--- config.mk ---
export PLATFORM = sky130hd
export DESIGN_NAME = rc_oscillator_trim_search
export DESIGN_NICKNAME = d
export VERILOG_FILES = /design/src/hw/rtl/rcots_pkg.sv /design/src/hw/rtl/rcots_step.sv /design/src/hw/rtl/rc_oscillator_trim_search.sv
export SDC_FILE = /design/constraint.sdc
export NUM_CORES = 1
export LEC_CHECK = 0
export BUFFER_PORTS_ARGS = -buffer_cell sky130_fd_sc_hd__buf_2
export CELL_PAD_IN_SITES_DETAIL_PLACEMENT = 1
export CELL_PAD_IN_SITES_GLOBAL_PLACEMENT = 1
export CORE_ASPECT_RATIO = 0.75
export CORE_MARGIN = 2
export CORE_UTILIZATION = 35
export CTS_CLUSTER_SIZE = 28
export DETAILED_ROUTE_END_ITERATION = 16
export GPL_TIMING_DRIVEN = 0
export MAX_ROUTING_LAYER = met4
export PLACE_DENSITY = 0.66
export SKIP_LAST_GASP = 1
export SLEW_MARGIN = 5
export SYNTH_ARGS = -nofsm -noshare
export SYNTH_HDL_FRONTEND = slang
export SYNTH_SLANG_ARGS = --single-unit
--- constraint.sdc ---
create_clock -name clk -period 6.1 [get_ports clk]
set_input_delay 1.22 -clock clk [delete_from_list [all_inputs] [get_ports clk]]
set_output_delay 1.22 -clock clk [all_outputs]
set_load 0.03 [all_outputs]
--- src/hw/rtl/rcots_pkg.sv ---
// ----------------------------------------------------------------------------
// RC oscillator trim search package
// Types and constants shared by the trim search modules.
// ----------------------------------------------------------------------------
package rcots_pkg;

  localparam int unsigned CountW = 16;
  localparam int unsigned TrimW  = 8;
  localparam int unsigned ErrW   = 8;
  localparam int unsigned TallyW = 3;
  localparam int unsigned ModeW  = 2;
  localparam int unsigned IdxW   = 2;

  localparam logic [IdxW-1:0] REG_TARGET_COUNT = 2'd0;
  localparam logic [IdxW-1:0] REG_INITIAL_STEP = 2'd1;
  localparam logic [IdxW-1:0] REG_INITIAL_TRIM = 2'd2;
  localparam logic [IdxW-1:0] REG_SEARCH_MODE  = 2'd3;

  localparam logic [ModeW-1:0] MODE_SIMPLE = 2'd0;
  localparam logic [ModeW-1:0] MODE_BINARY = 2'd1;

  localparam logic [CountW-1:0] TARGET_RESET = 16'd1000;
  localparam logic [TrimW-1:0]  STEP_RESET   = 8'd32;
  localparam logic [TrimW-1:0]  TRIM_RESET   = 8'h5E;
  localparam logic [ModeW-1:0]  MODE_RESET   = 2'd2;

  localparam logic [ErrW-1:0]   ERR_MAX       = 8'hFF;
  localparam logic [TallyW-1:0] NEIGHBOR_LAST = 3'd4;

  typedef enum logic [2:0] {
    PH_BINARY   = 3'b001,
    PH_NEIGHBOR = 3'b010,
    PH_DONE     = 3'b100
  } phase_t;

  typedef struct packed {
    logic [CountW-1:0] target_count;
    logic [TrimW-1:0]  initial_step;
    logic [TrimW-1:0]  initial_trim;
    logic [ModeW-1:0]  search_mode;
  } cfg_t;

  typedef struct packed {
    logic [TrimW-1:0]  trim;
    logic [TrimW-1:0]  step_size;
    phase_t            phase;
    logic [TallyW-1:0] neighbor_tally;
    logic              last_direction;
    logic [TrimW-1:0]  best_trim;
    logic [ErrW-1:0]   smallest_error;
  } search_state_t;

endpackage

--- src/hw/rtl/rcots_step.sv ---
// ----------------------------------------------------------------------------
// RC oscillator trim search step
// Next search state from the current state, one item and the registers.
// ----------------------------------------------------------------------------
module rcots_step import rcots_pkg::*; (
  input  logic                func,
  input  logic [CountW-1:0]   measured_count,
  input  cfg_t                cfg,
  input  search_state_t       cur,
  output search_state_t       nxt
);

  logic              gt;
  logic              lt;
  logic [CountW-1:0] diff;
  logic [ErrW-1:0]   err;
  logic              better;
  logic [TrimW-1:0]  nb_best;
  logic [TallyW-1:0] tally_inc;

  always_comb begin
    gt        = measured_count > cfg.target_count;
    lt        = measured_count < cfg.target_count;
    diff      = gt ? (measured_count - cfg.target_count)
                   : (cfg.target_count - measured_count);
    err       = (diff > CountW'(ERR_MAX)) ? ERR_MAX : diff[ErrW-1:0];
    better    = err < cur.smallest_error;
    nb_best   = better ? cur.trim : cur.best_trim;
    tally_inc = cur.neighbor_tally + TallyW'(1);
  end

  always_comb begin
    nxt = cur;
    if (func) begin
      nxt.trim           = cfg.initial_trim;
      nxt.step_size      = cfg.initial_step;
      nxt.phase          = PH_BINARY;
      nxt.neighbor_tally = '0;
      nxt.last_direction = 1'b0;
      nxt.best_trim      = '0;
      nxt.smallest_error = ERR_MAX;
    end else if (cur.phase != PH_DONE) begin
      if (cfg.search_mode == MODE_SIMPLE) begin
        if (better) begin
          nxt.smallest_error = err;
          nxt.best_trim      = cur.trim;
        end
        if (gt) begin
          nxt.trim = cur.trim - TrimW'(1);
        end else if (lt) begin
          nxt.trim = cur.trim + TrimW'(1);
        end else begin
          nxt.phase = PH_DONE;
        end
      end else if (cur.phase == PH_BINARY) begin
        if (cur.step_size != '0) begin
          if (gt) begin
            nxt.last_direction = 1'b1;
            nxt.trim           = cur.trim - cur.step_size;
          end else if (lt) begin
            nxt.last_direction = 1'b0;
            nxt.trim           = cur.trim + cur.step_size;
          end else begin
            nxt.phase          = PH_DONE;
            nxt.best_trim      = cur.trim;
            nxt.smallest_error = '0;
          end
          nxt.step_size = cur.step_size >> 1;
        end else begin
          nxt.smallest_error = err;
          nxt.best_trim      = cur.trim;
          if (cfg.search_mode == MODE_BINARY) begin
            nxt.phase = PH_DONE;
          end else begin
            nxt.phase          = PH_NEIGHBOR;
            nxt.neighbor_tally = '0;
          end
        end
      end else begin
        nxt.smallest_error = better ? err : cur.smallest_error;
        nxt.best_trim      = nb_best;
        nxt.neighbor_tally = tally_inc;
        if (tally_inc >= NEIGHBOR_LAST) begin
          nxt.trim  = nb_best;
          nxt.phase = PH_DONE;
        end else if (cur.last_direction) begin
          nxt.trim = cur.trim - TrimW'(1);
        end else begin
          nxt.trim = cur.trim + TrimW'(1);
        end
      end
    end
  end

endmodule

--- src/hw/rtl/rc_oscillator_trim_search.sv ---
// ----------------------------------------------------------------------------
// RC oscillator trim search
// Binary, linear or binary-plus-neighbor search calibration of an oscillator trim from measured counts.
// ----------------------------------------------------------------------------
// Path: each accepted item passes the input register and then the result register; a stalled output holds it.
// Throughput: one item per cycle while the output is not stalled; the search state updates in one pass
// between the input register and the result register.
// Reset: synchronous, active high; registers return to their reset values
// and the search state matches a restart with those values.
module rc_oscillator_trim_search import rcots_pkg::*; (
  input  logic                clk,
  input  logic                rst,
  input  logic                in_valid,
  output logic                in_stall,
  input  logic                func,
  input  logic [CountW-1:0]   measured_count,
  output logic                out_valid,
  input  logic                out_stall,
  output logic [TrimW-1:0]    trim_out,
  output logic                search_done,
  output logic [ErrW-1:0]     best_error,
  input  logic                cfg_valid,
  output logic                cfg_ready,
  input  logic [IdxW-1:0]     cfg_index,
  input  logic [CountW-1:0]   cfg_data
);

  cfg_t              cfg;
  search_state_t     state;
  search_state_t     state_next;
  logic              in_full;
  logic              func_q;
  logic [CountW-1:0] count_q;
  logic              advance;

  assign cfg_ready = 1'b1;
  assign advance   = in_full && (!out_valid || !out_stall);
  assign in_stall  = in_full && !advance;

  always_ff @(posedge clk) begin
    if (rst) begin
      cfg.target_count <= TARGET_RESET;
      cfg.initial_step <= STEP_RESET;
      cfg.initial_trim <= TRIM_RESET;
      cfg.search_mode  <= MODE_RESET;
    end else if (cfg_valid) begin
      unique case (cfg_index)
        REG_TARGET_COUNT: cfg.target_count <= cfg_data;
        REG_INITIAL_STEP: cfg.initial_step <= cfg_data[TrimW-1:0];
        REG_INITIAL_TRIM: cfg.initial_trim <= cfg_data[TrimW-1:0];
        REG_SEARCH_MODE:  cfg.search_mode  <= cfg_data[ModeW-1:0];
        default:          cfg.search_mode  <= cfg.search_mode;
      endcase
    end
  end

  always_ff @(posedge clk) begin
    if (rst) begin
      in_full <= 1'b0;
    end else if (!in_stall) begin
      in_full <= in_valid;
    end
  end

  always_ff @(posedge clk) begin
    if (in_valid && !in_stall) begin
      func_q  <= func;
      count_q <= measured_count;
    end
  end

  rcots_step u_step (
    .func           (func_q),
    .measured_count (count_q),
    .cfg            (cfg),
    .cur            (state),
    .nxt            (state_next)
  );

  always_ff @(posedge clk) begin
    if (rst) begin
      state.trim           <= TRIM_RESET;
      state.step_size      <= STEP_RESET;
      state.phase          <= PH_BINARY;
      state.neighbor_tally <= '0;
      state.last_direction <= 1'b0;
      state.best_trim      <= '0;
      state.smallest_error <= ERR_MAX;
    end else if (advance) begin
      state <= state_next;
    end
  end

  always_ff @(posedge clk) begin
    if (rst) begin
      out_valid <= 1'b0;
    end else if (advance) begin
      out_valid <= 1'b1;
    end else if (!out_stall) begin
      out_valid <= 1'b0;
    end
  end

  always_ff @(posedge clk) begin
    if (advance) begin
      trim_out    <= state_next.trim;
      search_done <= (state_next.phase == PH_DONE);
      best_error  <= state_next.smallest_error;
    end
  end

endmodule

Word-level counts from Yosys, hierarchy flattened
Cells that the tools add are included.
- logic and storage cells: 106
- register bits after elaboration: 109
- muxes and demuxes: 39
- eq/ne operators: 14
- reduce and logical (&&, ||, !) cells: 23
- $add $sub $neg: 7
- magnitude comparators: 5
- operators by type and width (cell ; count):
    16-bit 2-to-1 mux ; 8
    8-bit 2-to-1 mux ; 13
    39-bit 2-to-1 mux ; 2
    16-bit subtractor ; 2
    3-bit 2-to-1 mux ; 8
    16-bit > comparator ; 1
    16-bit by 8-bit > comparator with 1-bit output (second input constant) ; 1
    16-bit < comparator ; 1
    5-bit AND reduction ; 3
    5-bit != test (second input constant) ; 2
    3-bit != test (second input constant) ; 3
    8-bit by 1-bit adder with 8-bit output (second input constant) ; 1
    8-bit adder ; 1
    8-bit < comparator ; 1
    2-bit AND reduction ; 4
    8-bit nonzero test ; 1
    8-bit by 1-bit subtractor with 8-bit output (second input constant) ; 1
    8-bit subtractor ; 1
    1-bit 2-to-1 mux ; 6
    6-bit 2-to-1 mux ; 1
    6-bit AND reduction ; 1
    2-bit nonzero test ; 3
    2-bit by 1-bit == test with 1-bit output (second input constant) ; 2
    2-bit == test (second input constant) ; 2
    other kinds (13) ; 19

Depth between registers and ports, before layout
- depth in word-level cells: 12
- mapped depth: 24

Hierarchy
Synthesis repeated with hierarchy kept, for this count alone.
- cell total of the unflattened synthesis: 1017
- area, all modules: 8469.4 µm²
- by module, submodules not included (module ; sequential area each (µm²) ; instances ; area an instance (µm²) ; cells each):
    rcots_step ; 0.0 ; 1 ; 4266.6 ; 659
    rc_oscillator_trim_search ; 2522.4 ; 1 ; 4202.8 ; 358

Least setup slack after synthesis
Ideal clock, no wire load.
- path kind: register -> register
- start: register, netlist name cfg[29]
- end: register trim_out[6], data pin
- path slack: 1.214 ns
- cell stages (with the launch flop): 25
- period minus slack after synthesis: 4.886 ns
- data arrival time: 4.758 ns
- required time: 5.973 ns
- cells stage by stage: dfxtp_1 > inv_1 > ha_1 > buf_6 > a21oi_2 > o21ai_2 > a211o_1 > o21ai_2 > buf_6 > mux2i_1 > xnor2_2 > o2111ai_1 > nor2_1 > nand2_1 > ha_1 > a21o_1 > a21oi_1 > nor2_1 > or3_1 > clkbuf_1 > nor2_1 > nand2_1 > mux2_1 > a211oi_1 > or2_2
- RTL lines (item ; line ; text):
    to (signal assigned) ; rc_oscillator_trim_search.sv:106 ; trim_out <= state_next.trim;
    to (decl) ; rc_oscillator_trim_search.sv:19 ; output logic [TrimW-1:0] trim_out,

==> reports/metrics.cfg <==
[clock_tree]
cts.sinks=109
cts_buffers=9
root_buffer=clkbuf_16
path_clk_slew_ns=0.09
clkLatencyLatePin_ns=0.38
postCtsHoldBufs=0
htreeDepth=3
cts_tree=built
clock_path_buffers=2

[sta]
skew_ns=0.0205
rsz0062_at_grt=true
min_period_ns=5.91
fin_ws_ns=0.194
fmax_ghz=0.169
hold_violations=0
maxSlewViolCount=0
post-route-period-util_pct=96.8
slew_headroom_pct=25.5
finalSetupViolations=0
tightest_slew_ns=1.11

[detailed_routing]
wl_per_cell_um=22.4
drt.antenna.violating_nets=0
viasPerCell=5.91
drc=0
wl_um=31900
vias=8393
firstDrtPassIters=5
drt-initial-drc-count=1008

[global_route]
grt-ovfl-total=0
grt_pass1_wl_um=49000
grt_max_degree=26
antenna_found_initial=0
grt_usage_pct=26.9
grt_pass1_vias=8114

[floorplan]
die_x_um=181
coreArea_sq_mm=0.0230
fp.dieH_um=137
io_pins=60
std_cell_rows=48
dieArea_sq_mm=0.0247
start_util_pct=35.7

[layout]
fillers=2862
layout-drive-gt1-share_pct=12.8
synthToLayoutAreaGrowth_pct=13.8
final_cell_area_sq_mm=0.00934
multi_input_area_sq_mm=0.00521
regArea_sq_mm=0.00252
fin_cells=1421
num_antenna_cells=0
fin_nets=1216

[synth]
synth_area_sq_mm=0.00821
yosysWarnings=0
yosysUniqueCellTypes=83
avgSynthCellArea_sq_um=7.92
synth_ff_type=dfxtp_1
synth_cells=1036
synth-edff-count=34
syn-num-nets=1136
synth-seq-cells=109
asyncSetResetFlopFracSynth_pct=0
synth_seq_area_share_pct=30.7

[critical_path]
path_class=flip-flop to flip-flop
start_kind=flip-flop
cp.required_ns=6.36
r2r_start=cfg[18]$_SDFFE_PP0P_
rr_endpoint=trim_out[6]$_DFFE_PP_
endpoint_kind=flip-flop
rr_worst_depth=24
worstPathArrival_ns=6.16
r2r_slack_ns=0.19
crit_fanout=7

[power_and_ir_drop]
ir_worst_vdd_mv=0.140
clkPwrFrac_pct=29.9
p_comb_share_pct=31.4
swShare_pct=37.2
p_seq_share_pct=38.7
p_leak_uw=0.00388
powerDensity_mw_per_mm2=227
p_sw_uw=788
p_int_uw=1330

[placed_design]
dp.cells=1395
place_ws_ns=-0.779
post-dp-hpwl_um=25000
port_buffers=58
place_congestion=0.969
dpl_cell_area_sq_mm=0.00889

[min_path]
hold_depth=2
hold_path.startpoint=cfg[33]$_SDFFE_PP0P_
hold_path_class=flip-flop to flip-flop
hold_end=cfg[33]$_SDFFE_PP0P_

[outcome]
outcome=complete, no violations

[run]
drv_cap=0

[placed cells by master, fill, tap and decap left out, types with 10 or more instances in the layout]
cell type / n
xor2_1: 11
nand3_1: 23
mux2i_1: 20
and3_1: 13
a211oi_1: 16
ha_1: 56
nor3_1: 33
xnor2_1: 12
clkbuf_1: 46
nand2_1: 112
a21oi_1: 99
a31oi_1: 17
edfxtp_1: 34
inv_1: 59
o21ai_0: 38
dfxtp_1: 74
buf_2: 70
clkbuf_16: 10
a211o_1: 13
a21o_1: 26
buf_4: 14
nor2_1: 105
[layer usage]
metal,global-route usage [%],wire length (um),share of wire [%]
met1,39.4,16000,50
met5,-,0,0
met2,36.3,12500,39
met3,7.61,2970,9.3
met4,5.06,355,1.1
[synth_stat cells, types with 4 or more instances]
master	instances	area [sq um]
a211oi_1	18	135
a221oi_1	8	70.1
o31ai_1	4	30.0
nand2b_1	9	56.3
nor2_1	108	405
o21bai_1	9	67.6
xnor2_1	12	105
nand4_1	9	56.3
a221o_1	6	60.1
fa_1	4	80.1
nor2b_1	9	56.3
buf_2	12	60.1
nand3b_1	9	67.6
nand3_1	23	115
edfxtp_1	34	1020
buf_4	4	30.0
nand2_1	112	420
a22oi_1	7	52.6
o22ai_1	9	56.3
o211ai_1	5	37.5
inv_1	59	221
nor4_1	6	37.5
a22o_1	8	70.1
clkbuf_1	49	184
ha_1	56	701
o21ai_1	6	30.0
a21o_1	26	195
a211o_1	13	114
or3_1	6	37.5
a21oi_1	99	495
mux2i_1	20	200
a311oi_1	5	43.8
or2_2	9	56.3
a2111oi_0	4	35.0
o21ai_0	38	190
xor2_1	11	96.3
and3_1	13	81.3
nor3_1	34	170
a31oi_1	18	113
dfxtp_1	75	1500
o221ai_1	4	35.0
a32oi_1	4	35.0
nor3b_1	4	30.0
[flip-flops by register name, indices dropped and copies added (netlist names), 8 cells and up]
register and cells:
count_q 16, state 39, trim_out 8, cfg 34, best_error 8
[critical path, stage by stage (launching register included)]
cell       delay, ns
dfxtp_1         0.42
inv_1           0.10
ha_1            0.20
inv_1           0.07
fa_1            0.38
a21o_1          0.22
a221oi_4        0.34
o21ai_1         0.16
a221oi_1        0.29
mux2i_1         0.12
xnor2_1         0.30
o2111ai_2       0.25
or3_1           0.43
buf_2           0.18
ha_1            0.18
a21o_1          0.15
a21oi_1         0.23
nor2_1          0.13
or3_1           0.33
clkbuf_1        0.25
nor2_2          0.20
nand2_1         0.07
mux2_1          0.32
a211oi_2        0.28
or2_2           0.18
[cell families after synthesis]
logic type / Yosys count / share of synthesized area (%)
AO/OA/AOI/OAI: 327 / 27.1
XOR/XNOR: 24 / 2.65
adder cells (fa/ha/maj): 60 / 9.52
buffers and inverters: 130 / 6.50
flip-flops: 109 / 30.7
multiplexers: 22 / 2.71
other: 1 / 0.0457
AND/OR/NAND/NOR: 363 / 20.7
[power by group through the flow]
stage / registers (uW) / clock network (uW) / logic, uW
6_report: 820 / 632 / 664
5_1_grt: 824 / 668 / 725
4_1_cts: 819 / 648 / 639
3_5_place_dp: 835 / 0 / 631
3_3_place_gp: 834 / 0 / 624
2_1_floorplan: 836 / 0 / 427
[per-stage QoR]
step / hold WS [ns] / power [uW] / TNS, ns / utilization (%)
global route: 0.508 / 2220 / -0.0210 / 40.6
floorplan: 0.435 / 1260 / 0 / -
finish: 0.460 / 2120 / 0 / 40.6
CTS: 0.460 / 2110 / 0 / 40.1
global placement: 0.446 / 1460 / -15.18 / 38.6
detailed placement: 0.448 / 1470 / -15.91 / 38.6
[repair_timing]
item	4_1_cts	5_1_grt
setup endpoints to repair	40	37
setup buffers	0	10
cloned	0	0
gates resized for setup	8	11
pin swaps	2	4
[worst max-delay path by stage]
stage	start	endpoint	slack [ns]	cells after the start
global route	cfg[18]$_SDFFE_PP0P_	trim_out[6]$_DFFE_PP_	-0.02	23
floorplan	cfg[29]$_SDFFE_PP0P_	trim_out[6]$_DFFE_PP_	1.21	24
global placement	cfg[22]$_SDFFE_PP0P_	state[10]$_SDFFE_PP0P_	-0.68	22
finish	cfg[18]$_SDFFE_PP0P_	trim_out[6]$_DFFE_PP_	0.19	24
detailed placement	cfg[22]$_SDFFE_PP0P_	state[31]$_SDFFE_PP0P_	-0.78	23
CTS	cfg[18]$_SDFFE_PP0P_	trim_out[6]$_DFFE_PP_	0.008	24
[layout make-up]
cell class | instances | share of cell area (%)
plain buffers | 69 | 3.35
clock buffers | 10 | 2.68
clock inverters | 6 | 0.589
inverters | 61 | 2.45
multi-input cells | 797 | 55.8
flip-flops and latches | 109 | 27.0
well taps | 300 | 4.02
repair buffers | 69 | 4.07
Note: power is estimated with default switching activity, not from simulation.
